==> config.mk <==
export PLATFORM = sky130hd
export DESIGN_NAME = tob_ctrl
export DESIGN_NICKNAME = d
export VERILOG_FILES = /design/src/rtl/tob_pkg.sv /design/src/rtl/tob_ctrl.sv
export SDC_FILE = /design/constraint.sdc
export NUM_CORES = 1
export LEC_CHECK = 0
export ABC_CLOCK_PERIOD_IN_PS = 1880
export BUFFER_PORTS_ARGS = -buffer_cell sky130_fd_sc_hd__clkbuf_2
export CORE_AREA = 5 5 42 44
export DETAILED_ROUTE_END_ITERATION = 8
export DIE_AREA = 0 0 47 49
export HOLD_SLACK_MARGIN = 0.02
export PLACE_DENSITY_LB_ADDON = 0.05
export SETUP_SLACK_MARGIN = 0.1
export SKIP_CTS_REPAIR_TIMING = 1
export SLEW_MARGIN = 20
export SYNTH_ARGS = -nofsm -noshare
export SYNTH_HDL_FRONTEND = slang
export SYNTH_SLANG_ARGS = --single-unit
==> constraint.sdc <==
create_clock -name clock -period 1.88 [get_ports clock]
set_clock_uncertainty 0.1 [all_clocks]
set_input_delay 0.376 -clock clock [delete_from_list [all_inputs] [get_ports clock]]
set_output_delay 0.376 -clock clock [all_outputs]
set_load 0.02 [all_outputs]
==> src/rtl/tob_pkg.sv <==
// ----------------------------------------------------------------------------
// tob_pkg
// shared constants, codes and types of the ohlcv bar builder
// ----------------------------------------------------------------------------
package tob_pkg;

   localparam int BAR_DEPTH   = 1024;
   localparam int IDX_W       = $clog2(BAR_DEPTH);
   localparam int CNT_W       = $clog2(BAR_DEPTH + 1);

   localparam int TIME_W      = 48;
   localparam int PRICE_W     = 32;
   localparam int VOL_W       = 48;
   localparam int LEN_W       = 40;
   localparam int BAR_INDEX_W = 10;
   localparam int STATUS_W    = 2;
   localparam int OSEL_W      = 2;

   localparam int CSR_ADDR_W  = 4;
   localparam int CSR_DATA_W  = 64;

   localparam int DIV_CNT_W   = $clog2(TIME_W);
   localparam logic [DIV_CNT_W-1:0] DIV_LAST = DIV_CNT_W'(TIME_W - 1);

   localparam logic [LEN_W-1:0] BAR_LENGTH_RESET = LEN_W'(60000);

   // register select is paddr bit 3 (registers sit 8 bytes apart)
   localparam logic CSR_SEL_BAR_LENGTH = 1'b0;
   localparam logic CSR_SEL_FIRST_START = 1'b1;

   localparam logic KIND_PRICE  = 1'b0;
   localparam logic KIND_VOLUME = 1'b1;

   localparam logic [STATUS_W-1:0] STATUS_APPLIED = 2'd0;
   localparam logic [STATUS_W-1:0] STATUS_NO_BAR  = 2'd1;
   localparam logic [STATUS_W-1:0] STATUS_FULL    = 2'd2;

   localparam logic [OSEL_W-1:0] OSEL_DROP   = 2'd0;
   localparam logic [OSEL_W-1:0] OSEL_UPDATE = 2'd1;
   localparam logic [OSEL_W-1:0] OSEL_NEW    = 2'd2;

   typedef struct packed {
      logic [TIME_W-1:0]  start;
      logic [PRICE_W-1:0] open;
      logic [PRICE_W-1:0] high;
      logic [PRICE_W-1:0] low;
      logic [PRICE_W-1:0] close;
      logic [VOL_W-1:0]   volume;
   } bar_type;

   typedef struct packed {
      logic                load;
      logic                scan;
      logic                fetch;
      logic                div_init;
      logic                div_step;
      logic                ns_first;
      logic                ns_div;
      logic                write_new;
      logic                write_upd;
      logic                out_load;
      logic [OSEL_W-1:0]   out_sel;
      logic [STATUS_W-1:0] drop_status;
   } cmd_type;

   typedef struct packed {
      logic scan_done;
      logic found;
      logic is_volume;
      logic cnt_zero;
      logic late;
      logic full;
      logic div_done;
      logic slot_free;
   } sts_type;

   typedef struct packed {
      logic [BAR_INDEX_W-1:0] bar_index;
      logic [TIME_W-1:0]      start_time;
      logic [PRICE_W-1:0]     open_price;
      logic [PRICE_W-1:0]     high_price;
      logic [PRICE_W-1:0]     low_price;
      logic [PRICE_W-1:0]     close_price;
      logic [VOL_W-1:0]       volume_sum;
      logic                   created;
      logic [STATUS_W-1:0]    status;
   } rsp_type;

endpackage

==> src/rtl/tob_ctrl.sv <==
// ----------------------------------------------------------------------------
// tob_ctrl
// sequencer: scan, decide, align divide, update or create, result load
// ----------------------------------------------------------------------------
module tob_ctrl import tob_pkg::*; (
   input  logic    clock,
   input  logic    reset,
   input  logic    req_valid,
   output logic    req_ready,
   input  sts_type sts,
   output cmd_type cmd
);

   localparam logic [2:0] ST_IDLE   = 3'd0;
   localparam logic [2:0] ST_SCAN   = 3'd1;
   localparam logic [2:0] ST_DECIDE = 3'd2;
   localparam logic [2:0] ST_DIV    = 3'd3;
   localparam logic [2:0] ST_NSET   = 3'd4;
   localparam logic [2:0] ST_NEW    = 3'd5;
   localparam logic [2:0] ST_UPD    = 3'd6;

   logic [2:0] state_ff;
   logic [2:0] state_in;

   always_comb begin
      cmd       = '0;
      state_in  = state_ff;
      req_ready = 1'b0;
      unique case (state_ff)
         ST_IDLE: begin
            req_ready = 1'b1;
            if (req_valid) begin
               cmd.load = 1'b1;
               state_in = ST_SCAN;
            end
         end
         ST_SCAN: begin
            cmd.scan = 1'b1;
            if (sts.scan_done) begin
               state_in = ST_DECIDE;
            end
         end
         ST_DECIDE: begin
            if (sts.found) begin
               cmd.fetch = 1'b1;
               state_in  = ST_UPD;
            end else if (sts.is_volume || (!sts.cnt_zero && sts.late)) begin
               if (sts.slot_free) begin
                  cmd.out_load    = 1'b1;
                  cmd.out_sel     = OSEL_DROP;
                  cmd.drop_status = STATUS_NO_BAR;
                  state_in        = ST_IDLE;
               end
            end else if (sts.full) begin
               if (sts.slot_free) begin
                  cmd.out_load    = 1'b1;
                  cmd.out_sel     = OSEL_DROP;
                  cmd.drop_status = STATUS_FULL;
                  state_in        = ST_IDLE;
               end
            end else if (sts.cnt_zero) begin
               cmd.ns_first = 1'b1;
               state_in     = ST_NEW;
            end else begin
               cmd.div_init = 1'b1;
               state_in     = ST_DIV;
            end
         end
         ST_DIV: begin
            cmd.div_step = 1'b1;
            if (sts.div_done) begin
               state_in = ST_NSET;
            end
         end
         ST_NSET: begin
            cmd.ns_div = 1'b1;
            state_in   = ST_NEW;
         end
         ST_NEW: begin
            if (sts.slot_free) begin
               cmd.write_new = 1'b1;
               cmd.out_load  = 1'b1;
               cmd.out_sel   = OSEL_NEW;
               state_in      = ST_IDLE;
            end
         end
         ST_UPD: begin
            if (sts.slot_free) begin
               cmd.write_upd = 1'b1;
               cmd.out_load  = 1'b1;
               cmd.out_sel   = OSEL_UPDATE;
               state_in      = ST_IDLE;
            end
         end
         default: state_in = ST_IDLE;
      endcase
   end

   always_ff @(posedge clock) begin
      if (reset) begin
         state_ff <= ST_IDLE;
      end else begin
         state_ff <= state_in;
      end
   end

endmodule

==> impl_metrics.env <==
export IMPL_status="complete, no violations"
export IMPL_r2r_setup_slack_ns=0.55
export IMPL_intPower_mw=0.228
export IMPL_hold_viol_final=0
export IMPL_p_clk_share_pct=31.3
export IMPL_numPortBuffers=25
export IMPL_critPathArrivalTime_ns=1.29
export IMPL_slowest_stage="dfxtp_2"
export IMPL_antenna_found_initial=0
export IMPL_final_nets=103
export IMPL_dieArea_um2=2300
export IMPL_place_inst=101
export IMPL_dp_final_hpwl_um=950
export IMPL_grt_pass1_vias=443
export IMPL_rows=14
export IMPL_hold_path_depth=3
export IMPL_fin_crit_sh_pct=93.9
export IMPL_rsz0062_at_grt="true"
export IMPL_crit_path_end_kind="output port"
export IMPL_crit_family="simple AND/OR/NAND/NOR gates"
export IMPL_final_cells=107
export IMPL_io_pins=26
export IMPL_cts_clk_slew_worst_paths_ns=0.04
export IMPL_drv_cap=0
export IMPL_cp_num_buf_inv=2
export IMPL_grt_max_degree=15
export IMPL_finalSetupViolCount=0
export IMPL_seqPwrFrac_pct=20.7
export IMPL_dr_pass1_iters=4
export IMPL_yosysWarningCount=0
export IMPL_largest_reg_flops=3
export IMPL_overflow=0
export IMPL_cp_max_fo=4
export IMPL_drt_total_wl_um=1220
export IMPL_start_util_pct=27.1
export IMPL_coreArea_um2=1400
export IMPL_power_leakage_nw=0.281
export IMPL_synth_cell_type_count=25
export IMPL_drc_errors=0
export IMPL_die_h_um=49
export IMPL_ctsHtreeMaxLevel=1
export IMPL_vias_per_cell=4.87
export IMPL_crit_chain="nand2b_4 -> nor3_4 -> buf_4 -> and3_4 -> buf_6"
export IMPL_gp_congestion=0.727
export IMPL_synth_cells=60
export IMPL_wire_per_inst_um=11.4
export IMPL_worstPathRequired_ns=1.40
export IMPL_reg2reg_depth=4
export IMPL_powerDensity_nw_per_um2=602
export IMPL_switching_share_pct=39.1
export IMPL_clock_sinks=3
export IMPL_antenna_left=0
export IMPL_startpoint_type="flip-flop"
export IMPL_path_depth=5
export IMPL_area_growth_syn_to_layout_pct=63.2
export IMPL_power_switching_mw=0.146
export IMPL_reg2reg_to="state_ff[1]"
export IMPL_slew_violations=0
export IMPL_drt_iter0_drc=7
export IMPL_slew_limit_headroom_pct=75.0
export IMPL_max_stage_delay_ns=0.31
export IMPL_worstReg2RegStart="state_ff[1]"
export IMPL_antenna_cells=0
export IMPL_netlist_area_um2=380
export IMPL_clock_root_buffer="clkbuf_4"
export IMPL_avgSynthCellArea_um2=6.34
export IMPL_timing_fmax_mhz=567
export IMPL_setup_tns_ns=0
export IMPL_critPathKind="flip-flop to output port"
export IMPL_p_comb_share_pct=48.0
export IMPL_grt_use_total_pct=11.1
export IMPL_drive_above_1_share_pct=46.2
export IMPL_cts_buffers=3
export IMPL_ys_ff_latch=3
export IMPL_top_regs="state_ff (3)"
export IMPL_peakVddDrop_uv=361
export IMPL_top_register="state_ff"
export IMPL_ys_seq_area_share_pct=15.8
export IMPL_max_clock_path_buffers=2
export IMPL_cts_tree="done"
export IMPL_vias=521
export IMPL_crit_end="cmd[8]"
export IMPL_hold_class="input pin to flip-flop"
export IMPL_worst_pin_slew_ns=0.371
export IMPL_crit_start="state_ff[0]"
export IMPL_worstSkewPairLatency_ns=0.24
export IMPL_synth_fp_nets=71
export IMPL_fin_crit_ns=1.76
export IMPL_grt_pass1_wl_um=1880
export IMPL_die_w_um=47
[through the flow]
stage / area, um2 / utilization, % / hold WS [ns] / power (mW) / worst slack (ns)
final: 621 / 44.3 / 0.323 / 0.374 / 0.115
after global routing: 621 / 44.3 / 0.337 / 0.408 / 0.0607
after CTS: 564 / 40.3 / 0.327 / 0.371 / 0.0369
after detailed placement: 538 / 38.4 / 0.585 / 0.245 / 0.149
after global placement: 538 / 38.4 / 0.588 / 0.247 / 0.175
after floorplan: 390 / - / 0.448 / 0.192 / 0.184
[kinds of logic (layout without fill, tap and decap cells)]
group / count (synthesis) / count (layout) / share of synthesized area (%)
buffers and inverters: 6 / 37 / 9.21
multiplexers: 1 / 1 / 2.63
flip-flops: 3 / 3 / 15.8
AO/OA/AOI/OAI: 15 / 15 / 24.7
AND/OR/NAND/NOR: 35 / 35 / 47.7
[cells in the mapped netlist, drive strengths merged]
cell type | number | area share [%]
nor2b | 1 | 1.6
o21ai | 2 | 2.6
dfxtp | 3 | 16
nor3 | 4 | 6.6
o2111ai | 1 | 2.3
nor4 | 2 | 3.3
nor2 | 12 | 12
nand2 | 5 | 4.9
inv | 2 | 2.0
and3 | 1 | 1.6
a21o | 1 | 2.0
or3 | 1 | 1.6
nor3b | 4 | 7.9
o2bb2ai | 1 | 2.3
and2 | 2 | 3.3
o31a | 1 | 2.3
o211ai | 1 | 2.0
a211oi | 1 | 2.0
buf | 4 | 7.2
mux2i | 1 | 2.6
a21oi | 7 | 9.2
nand2b | 3 | 4.9
[layout by cell type (no fill, tap or decap), types with 2 or more instances in the layout]
cell,n
clkbuf_2,20
nor2_1,12
buf_4,9
a21oi_1,7
nand2_1,5
nor3b_1,3
clkbuf_4,3
nand2b_1,2
nor4_1,2
and2_1,2
nor3_1,2
o21ai_1,2
buf_6,2
dfxtp_2,2
[per-layer routing]
metal / track usage, % / vias to the layer above / share of wire (%)
li1: - / 277 / -
met1: 14.4 / 221 / 45
met2: 15.8 / 20 / 44
met3: 1.48 / 3 / 8.0
met4: 8.29 / 0 / 3.0
met5: 0 / - / 0
[how the worst min path moves through the flow]
stage                        endpoint  slack, ns   from
after CTS                 state_ff[0]       0.33  reset
after global routing      state_ff[0]       0.34  reset
after floorplan           state_ff[0]       0.45  reset
after detailed placement  state_ff[0]       0.58  reset
after global placement    state_ff[0]       0.59  reset
final                     state_ff[0]       0.32  reset
[power groups by stage]
stage	clock network (mW)	registers [mW]	logic (mW)
2_1_floorplan	0	0.0800	0.112
6_report	0.117	0.0774	0.179
5_1_grt	0.133	0.0786	0.196
3_5_place_dp	0	0.0754	0.169
4_1_cts	0.126	0.0743	0.170
3_3_place_gp	0	0.0755	0.171
[worst min-delay path: stages]
cell and delay (ns):
clkbuf_2 0.09, a21oi_1 0.04, o2bb2ai_1 0.11
[cell type report]
type                            count  area [um2]
Multi-Input combinational cell     51         314
Sequential cell                     3        62.6
Fill cell                         165         781
Timing Repair Buffer               31         190
Tap cell                           16        20.0
Clock buffer                        4        26.3
Inverter                            2        7.51
(Power assumes the default switching activity.)
