**src/rtl/tob_pkg.sv**
```systemverilog
// ----------------------------------------------------------------------------
// tob_pkg
// shared constants, codes and types of the ohlcv bar builder
// ----------------------------------------------------------------------------
package tob_pkg;

   localparam int BAR_DEPTH   = 1024;
   localparam int IDX_W       = $clog2(BAR_DEPTH);
   localparam int CNT_W       = $clog2(BAR_DEPTH + 1);

   localparam int TIME_W      = 48;
   localparam int PRICE_W     = 32;
   localparam int VOL_W       = 48;
   localparam int LEN_W       = 40;
   localparam int BAR_INDEX_W = 10;
   localparam int STATUS_W    = 2;
   localparam int OSEL_W      = 2;

   localparam int CSR_ADDR_W  = 4;
   localparam int CSR_DATA_W  = 64;

   localparam int DIV_CNT_W   = $clog2(TIME_W);
   localparam logic [DIV_CNT_W-1:0] DIV_LAST = DIV_CNT_W'(TIME_W - 1);

   localparam logic [LEN_W-1:0] BAR_LENGTH_RESET = LEN_W'(60000);

   // register select is paddr bit 3 (registers sit 8 bytes apart)
   localparam logic CSR_SEL_BAR_LENGTH = 1'b0;
   localparam logic CSR_SEL_FIRST_START = 1'b1;

   localparam logic KIND_PRICE  = 1'b0;
   localparam logic KIND_VOLUME = 1'b1;

   localparam logic [STATUS_W-1:0] STATUS_APPLIED = 2'd0;
   localparam logic [STATUS_W-1:0] STATUS_NO_BAR  = 2'd1;
   localparam logic [STATUS_W-1:0] STATUS_FULL    = 2'd2;

   localparam logic [OSEL_W-1:0] OSEL_DROP   = 2'd0;
   localparam logic [OSEL_W-1:0] OSEL_UPDATE = 2'd1;
   localparam logic [OSEL_W-1:0] OSEL_NEW    = 2'd2;

   typedef struct packed {
      logic [TIME_W-1:0]  start;
      logic [PRICE_W-1:0] open;
      logic [PRICE_W-1:0] high;
      logic [PRICE_W-1:0] low;
      logic [PRICE_W-1:0] close;
      logic [VOL_W-1:0]   volume;
   } bar_type;

   typedef struct packed {
      logic                load;
      logic                scan;
      logic                fetch;
      logic                div_init;
      logic                div_step;
      logic                ns_first;
      logic                ns_div;
      logic                write_new;
      logic                write_upd;
      logic                out_load;
      logic [OSEL_W-1:0]   out_sel;
      logic [STATUS_W-1:0] drop_status;
   } cmd_type;

   typedef struct packed {
      logic scan_done;
      logic found;
      logic is_volume;
      logic cnt_zero;
      logic late;
      logic full;
      logic div_done;
      logic slot_free;
   } sts_type;

   typedef struct packed {
      logic [BAR_INDEX_W-1:0] bar_index;
      logic [TIME_W-1:0]      start_time;
      logic [PRICE_W-1:0]     open_price;
      logic [PRICE_W-1:0]     high_price;
      logic [PRICE_W-1:0]     low_price;
      logic [PRICE_W-1:0]     close_price;
      logic [VOL_W-1:0]       volume_sum;
      logic                   created;
      logic [STATUS_W-1:0]    status;
   } rsp_type;

endpackage

```
**src/rtl/tob_csr.sv**
```systemverilog
// ----------------------------------------------------------------------------
// tob_csr
// apb register file: bar length and first bar start
// ----------------------------------------------------------------------------
module tob_csr import tob_pkg::*; (
   input  logic                  clock,
   input  logic                  reset,
   input  logic                  csr_psel,
   input  logic                  csr_penable,
   input  logic                  csr_pwrite,
   input  logic [CSR_ADDR_W-1:0] csr_paddr,
   input  logic [CSR_DATA_W-1:0] csr_pwdata,
   output logic [CSR_DATA_W-1:0] csr_prdata,
   output logic                  csr_pready,
   output logic [LEN_W-1:0]      bar_length,
   output logic [TIME_W-1:0]     first_bar_start
);

   logic [LEN_W-1:0]  bar_length_ff;
   logic [TIME_W-1:0] first_start_ff;
   logic              wr_en;
   logic              sel;

   assign sel   = csr_paddr[3];
   assign wr_en = csr_psel && csr_penable && csr_pwrite;

   always_ff @(posedge clock) begin
      if (reset) begin
         bar_length_ff  <= BAR_LENGTH_RESET;
         first_start_ff <= '0;
      end else if (wr_en) begin
         unique case (sel)
            CSR_SEL_BAR_LENGTH:  bar_length_ff  <= csr_pwdata[LEN_W-1:0];
            CSR_SEL_FIRST_START: first_start_ff <= csr_pwdata[TIME_W-1:0];
            default: ;
         endcase
      end
   end

   always_comb begin
      unique case (sel)
         CSR_SEL_BAR_LENGTH:  csr_prdata = CSR_DATA_W'(bar_length_ff);
         CSR_SEL_FIRST_START: csr_prdata = CSR_DATA_W'(first_start_ff);
         default:             csr_prdata = '0;
      endcase
   end

   assign csr_pready      = 1'b1;
   assign bar_length      = bar_length_ff;
   assign first_bar_start = first_start_ff;

endmodule

```
**config.mk**
```make
export PLATFORM = sky130hd
export DESIGN_NAME = tob_csr
export DESIGN_NICKNAME = d
export VERILOG_FILES = /design/src/rtl/tob_pkg.sv /design/src/rtl/tob_csr.sv
export SDC_FILE = /design/constraint.sdc
export NUM_CORES = 1
export LEC_CHECK = 0
export ABC_AREA = 0
export BUFFER_PORTS_ARGS = -buffer_cell sky130_fd_sc_hd__buf_2
export CORE_ASPECT_RATIO = 0.9
export CORE_UTILIZATION = 45
export CTS_CLUSTER_SIZE = 40
export DETAILED_ROUTE_END_ITERATION = 16
export PLACE_DENSITY = 0.8
export SETUP_SLACK_MARGIN = 0.5
export SLEW_MARGIN = 30
export SYNTH_ARGS = -nofsm -noshare
export SYNTH_HDL_FRONTEND = slang
export SYNTH_SLANG_ARGS = --single-unit
```
**constraint.sdc**
```tcl
create_clock -name clock -period 1.6 [get_ports clock]
set_input_delay 0.08 -clock clock [delete_from_list [all_inputs] [get_ports clock]]
set_output_delay 0.08 -clock clock [all_outputs]
set_load 0.1 [all_outputs]
```
==> results of run 1 <==
[state kept, by name, indices dropped and copies added, names as in the netlist]
signal,flops
bar_length,40
first_bar_start,48
[timing repair]
item,in CTS,in global routing
buffers inserted,6,19
endpoints found under the setup margin,131,78
hold buffers,13,0
endpoints found under the hold margin,13,0
gates resized for setup,85,38
[cell families after synthesis]
family / synth area share
flip-flops: 0.405
AND/OR/NAND/NOR: 0.217
buffers and inverters: 0.0702
other: 0.00173
multiplexers: 0.306
[routing by layer]
metal  vias up  share of wire
li1       1790              -
met1      1789           0.38
met2       139           0.55
met3        26          0.053
met4         0          0.024
met5         -              0
[worst register-to-register path, cell delays in order (launching register included)]
cell and delay (ps):
dfxtp_2 340, buf_4 120, buf_4 120, nand2b_1 70, mux2i_1 70
[how the worst max path moves through the flow]
stage / start / end / slack [ps] / cells after the start
after global placement: csr_paddr[3] / bar_length[4]$_SDFFE_PP0P_ / 460 / 4
final: bar_length[17]$_SDFFE_PP0P_ / csr_prdata[17] / 350 / 2
after detailed placement: csr_paddr[3] / bar_length[6]$_SDFFE_PP1P_ / 410 / 4
after global routing: bar_length[17]$_SDFFE_PP0P_ / csr_prdata[17] / 320 / 2
after floorplan: first_bar_start[40]$_SDFFE_PP0P_ / csr_prdata[40] / 440 / 1
after CTS: bar_length[15]$_SDFFE_PP1P_ / csr_prdata[15] / 350 / 2
[Yosys cell counts]
master    count
nor2_1       14
and4_1        1
and4b_1       1
nand4_1       1
mux2i_1      88
mux2_2       40
nand4b_1      1
clkbuf_1     15
conb_1        2
buf_4        24
and2_1        8
nand2b_1    129
buf_2         7
buf_6         3
dfxtp_1      88
[layout make-up]
type / count / share of cell area
clock inverter: 5 / 0.00983
clock buffer: 10 / 0.0173
tap: 122 / 0.0207
sequential: 88 / 0.283
multi-input combinational: 300 / 0.340
timing repair buffer: 237 / 0.329
[per-stage QoR]
step	utilization	power [W]	instance area [um^2]	worst slack, ps
2_1_floorplan	-	0.00334	4900	436
3_3_place_gp	0.705	0.00361	6520	459
3_5_place_dp	0.705	0.00364	6520	406
4_1_cts	0.768	0.00527	7110	351
5_1_grt	0.798	0.00546	7380	316
6_report	0.798	0.00526	7380	350
[report_power, final]
group / switching (W) / internal [W] / total, W
logic: 0.00104 / 0.000475 / 0.00152
registers: 0.0000453 / 0.00212 / 0.00217
clock network: 0.000719 / 0.000860 / 0.00158
==> flow_summary_export.csv, run 1 <==
group,metric,value,unit
finish,drive_above_1_share,0.583,
yosys,synth-seq-area-share,0.405,
setup_path,startpoint_type,"flip-flop",
drt,first_pass_iters,4,
drt,viasPerCell,4.91,
global_route,grt_first_pass_wirelength,17.8,mm
setup_path,reg2reg_slack,760,ps
timing,finClkSkew,0,ps
placement,dpl.hpwl,8.24,mm
global_route,grt_pass1_vias,3677,
global_route,grt_overflow,0,
finish,area_growth,69.7,%
setup_path,endpoint_kind,"output port",
setup_path,critPathTopFamily,"flip-flops",
setup_path,r2r_end,"first_bar_start[40]$_SDFFE_PP0P_",
drt,drt_iter0_drc,120,
global_route,grtUsageMet2,0.444,
yosys,syn-mean-instance-area,10.3,um^2
drt,wl_per_cell,16.3,um
finish,fill_cells,554,
drt,final_antenna_net_count,0,
placement,gp_congestion,0.735,
status,status,"finished, final reports clean",
setup_path,slowest_stage,"dfxtp_4",
drt,wl,12.4,mm
timing,period_share,0.781,
finish,fin_cells,762,
yosys,ys_ff_latch,88,
timing,rsz0062_at_grt,"yes",
yosys,ys_warn_count,0,
clock_network,cts_buffers,9,
die,num_rows,33,
run,drv_cap,0,
finish,final_cell_mix,"nand2b_1 (129), buf_4 (97), mux2i_1 (88), dfxtp_4 (87), buf_12 (54)",
global_route,busiest_layer,"met2",
timing,hold_ws,7.31,ps
finish,diodes,0,
timing,hold_viol_final,0,
finish,regArea,2090,um^2
pwr,power_density,713,nW/um^2
timing,fin_crit,1250,ps
global_route,grt.total_usage,0.227,
die,ios,226,
die,start_util,0.470,
placement,io_buffer_count,189,
yosys,synthCells,422,
setup_path,r2r_start,"first_bar_start[40]$_SDFFE_PP0P_",
yosys,yosysUniqueCellTypes,15,
pwr,leakage,3.34,nW
timing,setup_viol,0,
worst_hold_path,hp-class,"in2reg",
die,die_w,106,um
setup_path,cp.arrival,1170,ps
yosys,synth_area_leaders,"dfxtp_1 (41%), mux2i_1 (20%), nand2b_1 (19%), mux2_2 (10%), buf_4 (4.1%)",
die,coreArea,9250,um^2
clock_network,cts_htree_levels,3,
finish,layout_commonest_cell,"nand2b_1",
clock_network,numClockSinks,88,
finish,finalNetCount,709,
yosys,synth.cell_area,4350,um^2
global_route,met3_usage,0.0451,
pwr,peakVddDrop,0.468,mV
clock_network,cts_root_buffer,"clkbuf_8",
die,die_h,95.3,um
setup_path,crit_chain,"mux2_4 -> buf_12",
global_route,grtUsageMet1,0.242,
worst_hold_path,hold_end,"first_bar_start[6]$_SDFFE_PP0P_",
setup_path,cp.buffers_inverters,1,
global_route,antenna_found_initial,0,
setup_path,slowest_delay,370,ps
drt,drc_errors,0,
clock_network,clk_latency,330,ps
setup_path,crit_fanout,3,
worst_hold_path,hold_path_depth,3,
worst_hold_path,hp-start,"csr_pwdata[6]",
finish,multi_input_comb_area,2510,um^2
yosys,yosysTopAreaCellShare,0.405,
drt,vias,3744,
clock_network,tritoncts,"done",
setup_path,worst-r2r-cell-count,4,
placement,dp.cells,709,
timing,max_freq,800,MHz
die,die-area,10100,um^2
setup_path,required,1520,ps
global_route,grt_max_degree,144,
timing,drv_slew,0,
yosys,yosysTopAreaCell,"dfxtp_1",
setup_path,criticalPathCategory,"reg2out",
timing,tns,0,ps
clock_network,path_clk_slew,80,ps
clock_network,ctsLongestPathBuffers,2,
(Power assumes the default switching activity.)
==> inputs of run 2 (changes only) <==
Settings changed: CORE_UTILIZATION 45 to 41, PLACE_DENSITY 0.8 to 0.77.
Clock period 1.6 ns to 1.15 ns, I/O delays scaled along.
==> run 2 against run 1 <==
Effect of this change: area after synthesis did not move; the flow now stops in global routing (5_1_grt); synthesized cell count unchanged.
==> flow_summary_export.csv, run 2 <==
group,metric,value,unit
yosys,ys_ff_latch,88,
yosys,yosys.area_share.simple,0.217,
yosys,synth_top_family_by_area,"multiplexers",
yosys,yosysTopAreaCell,"dfxtp_1",
yosys,yosysMostFrequentCell,"nand2b_1",
yosys,syn-mean-instance-area,10.3,um^2
global_route,antenna_found_initial,1,
global_route,grt_max_degree,78,
status,status,"stopped before the end",
yosys,async_reset_ff_frac,0,
yosys,synth_compound_area_frac,0,
global_route,grt_overflow,4,
yosys,synth-seq-area-share,0.405,
placement,placed_cell_area,6670,um^2
yosys,synth_edf_count,0,
clock_network,cts_buffers,9,
placement,io_buffer_count,189,
status,error,"[ERROR GRT-0232] Routing congestion too high. Check the congestion heatmap in the GUI.",
yosys,yosysUniqueCellTypes,15,
die,die_w,111,um
yosys,yosysTopAreaCellShare,0.405,
yosys,synth_area_leaders,"dfxtp_1 (41%), mux2i_1 (20%), nand2b_1 (19%), mux2_2 (10%), buf_4 (4.1%)",
die,die_h,99.7,um
yosys,synth.area.mux_share,0.306,
timing,worstEndpointType,"output port",
placement,gp_congestion,0.746,
yosys,ys.flop_type,"dfxtp_1",
yosys,synth-xor-area-share,0,
yosys,synth.cell_area,4350,um^2
yosys,netlist_top_cells_count,"nand2b_1 (129), dfxtp_1 (88), mux2i_1 (88)",
yosys,synthCells,422,
die,start_util,0.423,
die,num_rows,35,
clock_network,numClockSinks,88,
clock_network,cts_root_buffer,"clkbuf_16",
yosys,ys_warn_count,0,
timing,crit_endpoint,"csr_prdata[8]",
status,haltStage,"global routing (5_1_grt)",
clock_network,ctsLongestPathBuffers,2,
clock_network,cts_htree_levels,3,
die,ios,226,
yosys,synthAdderAreaFrac,0,
placement,dpl.hpwl,7.81,mm
global_route,grt.total_usage,0.635,
-- run 2: layer usage --
layer	overflow	GRT usage
met2	3	0.936
met5	0	0
met3	0	0.303
met4	1	0.799
met1	0	0.597
-- run 2: what timing repair did --
action / 4_1_cts
gates resized for setup: 344
setup endpoints to repair: 180
gates cloned: 3
hold buffers: 24
hold endpoints to repair: 29
buffers inserted: 21
pin swaps: 1
-- run 2: stage by stage --
stage / instances / setup WS [ps] / setup TNS, ps
floorplan: 437 / 165 / 0
global placement: 717 / 72.7 / 0
detailed placement: 717 / 32.7 / 0
CTS: 781 / -59.1 / -2220
-- run 2: logic make-up after synthesis --
group,Yosys count
and+or+nand+nor,155
muxes,128
DFF,88
buffers and inverters,49
other,2
==> inputs of run 3 (changes only) <==
Settings changed: CORE_ASPECT_RATIO 0.9 to not set, CORE_UTILIZATION 41 to 30, CTS_CLUSTER_SIZE 40 to not set, PLACE_DENSITY 0.77 to not set, PLACE_DENSITY_LB_ADDON set to 0.15, SETUP_SLACK_MARGIN 0.5 to not set.
Clock period 1.15 ns to 1.5 ns, I/O delays scaled along.
==> run 3 against run 2 <==
Effect of this change: the run now ends clean.
==> flow_summary_export.csv, run 3 (same netlist as run 1, synthesis figures left out) <==
group,metric,value,unit
pwr,leakage,3.08,nW
pwr,peakVddDrop,0.445,mV
clock_network,tritoncts,"done",
pwr,power_density,928,nW/um^2
clock_network,numClockSinks,88,
setup_path,startpoint_type,"flip-flop",
finish,fill_cells,1336,
drt,vias,3527,
run,drv_cap,0,
setup_path,cp-startpoint,"first_bar_start[35]$_SDFFE_PP0P_",
clock_network,path_clk_slew,60,ps
setup_path,r2r_end,"bar_length[6]$_SDFFE_PP1P_",
drt,viasPerCell,4.42,
global_route,antenna_found_initial,0,
drt,final_antenna_net_count,0,
die,die-area,15000,um^2
clock_network,ctsLongestPathBuffers,2,
setup_path,crit_cells,2,
worst_hold_path,hp-class,"in2reg",
die,start_util,0.311,
finish,finalNetCount,686,
finish,regArea,1870,um^2
timing,tns,0,ps
placement,io_buffer_count,189,
global_route,grt_overflow,0,
setup_path,reg2reg_slack,860,ps
setup_path,worst-r2r-cell-count,2,
timing,finClkSkew,0,ps
finish,largest_reg_flops,48,
timing,hold_ws,9.75,ps
clock_network,clk_latency,330,ps
global_route,grt_max_degree,144,
placement,gp_congestion,0.678,
setup_path,endpoint_kind,"output port",
die,die_h,122,um
finish,layout_commonest_cell,"buf_2",
setup_path,slowest_delay,340,ps
placement,dpl.hpwl,8.04,mm
timing,setup_viol,0,
drt,drc_errors,0,
setup_path,cp.buffers_inverters,1,
setup_path,crit_fanout,3,
global_route,grt_first_pass_wirelength,16.9,mm
finish,area_growth,54.1,%
setup_path,critPathTopFamily,"flip-flops",
clock_network,cts_buffers,9,
timing,drv_slew,0,
drt,drt_iter0_drc,107,
clock_network,cts_htree_levels,3,
die,die_w,122,um
finish,multi_input_comb_area,2350,um^2
setup_path,required,1420,ps
setup_path,cp.arrival,1140,ps
pwr,total_power,0.00622,W
drt,first_pass_iters,4,
setup_path,crit_chain,"mux2_2 -> buf_12",
die,num_rows,43,
drt,wl,11.0,mm
timing,fin_crit,1210,ps
global_route,grt.total_usage,0.146,
timing,period_share,0.808,
timing,rsz0062_at_grt,"no",
clock_network,cts_resized,0,
drt,wl_per_cell,13.8,um
die,ios,226,
finish,diodes,0,
finish,final_cell_mix,"buf_2 (141), nand2b_1 (129), mux2i_1 (88), dfxtp_2 (87), buf_12 (53)",
setup_path,r2r_start,"bar_length[6]$_SDFFE_PP1P_",
setup_path,slowest_stage,"dfxtp_2",
setup_path,crit_end,"csr_prdata[35]",
finish,drive_above_1_share,0.566,
clock_network,cts_root_buffer,"clkbuf_16",
global_route,grt_pass1_vias,3484,
clock_network,post_cts_buffers,0,
timing,max_freq,825,MHz
die,coreArea,14000,um^2
setup_path,criticalPathCategory,"reg2out",
timing,hold_viol_final,0,
status,status,"finished, final reports clean",
[run 3: area by class of cell]
type | count | share of cell area
Sequential cell | 88 | 0.279
Clock buffer | 12 | 0.0368
Timing Repair Buffer | 214 | 0.292
Tap cell | 180 | 0.0336
Multi-Input combinational cell | 300 | 0.351
Clock inverter | 4 | 0.00803
[run 3: worst min path at each step]
| stage | startpoint | end | slack [ps] | depth (start not counted) |
|---|---|---|---|---|
| global placement | csr_pwdata[44] | first_bar_start[44]$_SDFFE_PP0P_ | 340 | 3 |
| global route | csr_pwdata[12] | first_bar_start[12]$_SDFFE_PP0P_ | 10 | 3 |
| CTS | csr_pwdata[25] | first_bar_start[25]$_SDFFE_PP0P_ | 0.07 | 3 |
| finish | csr_pwdata[12] | first_bar_start[12]$_SDFFE_PP0P_ | 10 | 3 |
| floorplan | csr_pwdata[41] | first_bar_start[41]$_SDFFE_PP0P_ | 220 | 2 |
| detailed placement | csr_pwdata[44] | first_bar_start[44]$_SDFFE_PP0P_ | 340 | 3 |
[run 3: worst min-delay path: cells and delay by family]
family | cells | cell delay (ps)
AND/OR/NAND/NOR | 1 | 70
buffers and inverters | 1 | 90
multiplexers | 1 | 60
[run 3: through the flow]
step	util	setup slack (ps)	cell area [um^2]	std cells
floorplan	-	-148	4520	437
global placement	0.447	399	6250	767
detailed placement	0.447	343	6250	767
CTS	0.479	268	6700	798
global route	0.479	252	6700	798
finish	0.479	288	6700	798
[run 3: repair_timing]
action | CTS | global route
endpoints found under the hold margin | 16 | 0
hold buffers | 15 | 0
setup endpoints to repair | 0 | 0
[run 3: routing by layer]
metal	track usage	vias to the layer above	wire length (um)
li1	-	1735	-
met1	0.171	1649	4760
met2	0.251	129	5400
met3	0.0335	14	659
met4	0.0686	0	208
met5	0	-	0
[run 3: where the power goes]
group	total, W	leakage (nW)	switching [W]	internal, W
registers	0.00244	0.748	0.0000397	0.00240
clock network	0.00226	0.139	0.000924	0.00134
logic	0.00151	2.19	0.00108	0.000432
==> inputs of run 4 (changes only) <==
Clock period 1.5 ns to 1.15 ns, I/O delays scaled along.
==> run 4 against run 3 <==
Effect of this change: the run now ends with negative setup slack left; count of clock-buffer cells in the layout fell by 3; sequential power rose by 24%; highest routed layer unchanged; clock skew did not move; largest cell class is now non-clock buffers.
==> flow_summary_export.csv, run 4 (same netlist as run 1, synthesis figures left out) <==
group,metric,value,unit
status,status,"complete, but fails checks",
status,violations,"negative setup slack",
die,ios,226,
timing,period_share,1.05,
worst_hold_path,hold_path_depth,3,
finish,largest_reg_flops,48,
setup_path,required,1090,ps
die,coreArea,14000,um^2
finish,drive_above_1_share,0.559,
clock_network,cts_buffers,9,
die,start_util,0.311,
drt,drc_errors,0,
timing,rsz0062_at_grt,"yes",
setup_path,reg2reg_slack,330,ps
worst_hold_path,hp-start,"csr_pwdata[12]",
drt,first_pass_iters,4,
finish,diodes,0,
timing,max_freq,827,MHz
setup_path,r2r_end,"bar_length[18]$_SDFFE_PP0P_",
setup_path,crit_fanout,3,
finish,post-route-util,0.557,
setup_path,startpoint_type,"flip-flop",
clock_network,ctsLongestPathBuffers,2,
finish,regArea,2070,um^2
pwr,peakVddDrop,0.667,mV
drt,vias,3709,
die,die_h,122,um
finish,area_growth,79.3,%
finish,multi_input_comb_area,2510,um^2
setup_path,cp.arrival,1150,ps
drt,final_antenna_net_count,0,
pwr,total_power,0.00782,W
pwr,leakage,3.47,nW
drt,wl,11.5,mm
die,num_rows,43,
placement,dpl.hpwl,7.95,mm
finish,finalNetCount,732,
timing,finClkSkew,0,ps
timing,fin_crit,1210,ps
global_route,grt_pass1_vias,3608,
finish,layout_commonest_cell,"nand2b_1",
pwr,power_density,1000,nW/um^2
setup_path,r2r_start,"bar_length[18]$_SDFFE_PP0P_",
global_route,grt_max_degree,65,
finish,final_cell_mix,"nand2b_1 (129), buf_4 (102), mux2i_1 (88), dfxtp_4 (80), buf_12 (64)",
worst_hold_path,hold_end,"bar_length[12]$_SDFFE_PP0P_",
run,drv_cap,0,
drt,viasPerCell,4.39,
timing,hold_viol_final,0,
timing,drv_slew,0,
die,die_w,122,um
global_route,grt.total_usage,0.154,
clock_network,cts_root_buffer,"clkbuf_16",
timing,tns,-1570,ps
clock_network,numClockSinks,88,
drt,wl_per_cell,13.6,um
setup_path,endpoint_kind,"output port",
placement,gp_congestion,0.735,
timing,hold_ws,2.26,ps
global_route,grt_first_pass_wirelength,18.1,mm
global_route,grt_overflow,0,
clock_network,clk_latency,330,ps
setup_path,criticalPathCategory,"reg2out",
die,die-area,15000,um^2
clock_network,cts_htree_levels,3,
global_route,antenna_found_initial,0,
worst_hold_path,hp-class,"in2reg",
timing,setup_viol,40,
clock_network,path_clk_slew,60,ps
finish,fill_cells,1201,
clock_network,tritoncts,"done",
placement,io_buffer_count,189,
drt,drt_iter0_drc,183,
timing,setup_slack,-59.1,ps
setup_path,worst-r2r-cell-count,4,
## run 4: cell count changes in the layout (fill, tap and decap cells not counted), moves of 2 or more
cell,change
buf_2,-89
clkinv_2,+3
clkinv_1,+2
and2_4,+8
mux2_2,-40
dfxtp_4,+80
dlygate4sd3_1,+26
and2_2,-8
buf_12,+11
buf_4,+97
clkbuf_1,-2
mux2_4,+40
dfxtp_2,-79
## run 4: worst max path at each step
stage                                                start  slack, ps  cells after the start                           to
after floorplan           first_bar_start[40]$_SDFFE_PP0P_          9                      1               csr_prdata[40]
after global placement                        csr_paddr[3]         80                      4  bar_length[20]$_SDFFE_PP0P_
after detailed placement                      csr_paddr[3]         30                      4  bar_length[32]$_SDFFE_PP0P_
after CTS                      bar_length[22]$_SDFFE_PP0P_        -60                      2               csr_prdata[22]
after global routing           bar_length[33]$_SDFFE_PP0P_        -80                      2               csr_prdata[33]
final                           bar_length[6]$_SDFFE_PP1P_        -60                      2                csr_prdata[6]
## run 4: layout make-up
type                       count  area share
timing repair buffer         260       0.349
clock buffer                   9      0.0289
sequential                    88       0.266
clock inverter                 7     0.00497
tap                          180      0.0289
multi-input combinational    300       0.322
## run 4: routing by layer
metal  vias to the layer above  wire length [um]  track usage
li1                       1828                 -            -
met1                      1742              5040        0.192
met2                       128              5620        0.261
met3                        11               667       0.0297
met4                         0               167       0.0617
met5                         -                 0            0
## run 4: critical path, cell delays in order, from the launching register on
cell,delay (ps)
dfxtp_4,360
mux2_4,280
buf_12,170
## run 4: through the flow
step / cell area (um^2) / worst slack (ps) / cells
finish: 7800 / -59.1 / 844
CTS: 7730 / -65.0 / 835
global route: 7800 / -75.9 / 844
detailed placement: 6780 / 33.7 / 768
floorplan: 4890 / 8.83 / 437
global placement: 6780 / 79.4 / 768
## run 4: repair_timing
action,in CTS,in global routing
hold buffers,41,0
resized for setup,79,1
buffers inserted,10,9
endpoints found under the hold margin,57,0
setup endpoints to repair,120,41
## run 4: report_power, final
group	total, W	leakage (nW)	switching, W	internal, W
sequential	0.00303	0.773	0.0000568	0.00297
clock	0.00260	0.130	0.00116	0.00144
combinational	0.00220	2.57	0.00145	0.000743
total	0.00782	3.47	0.00267	0.00515
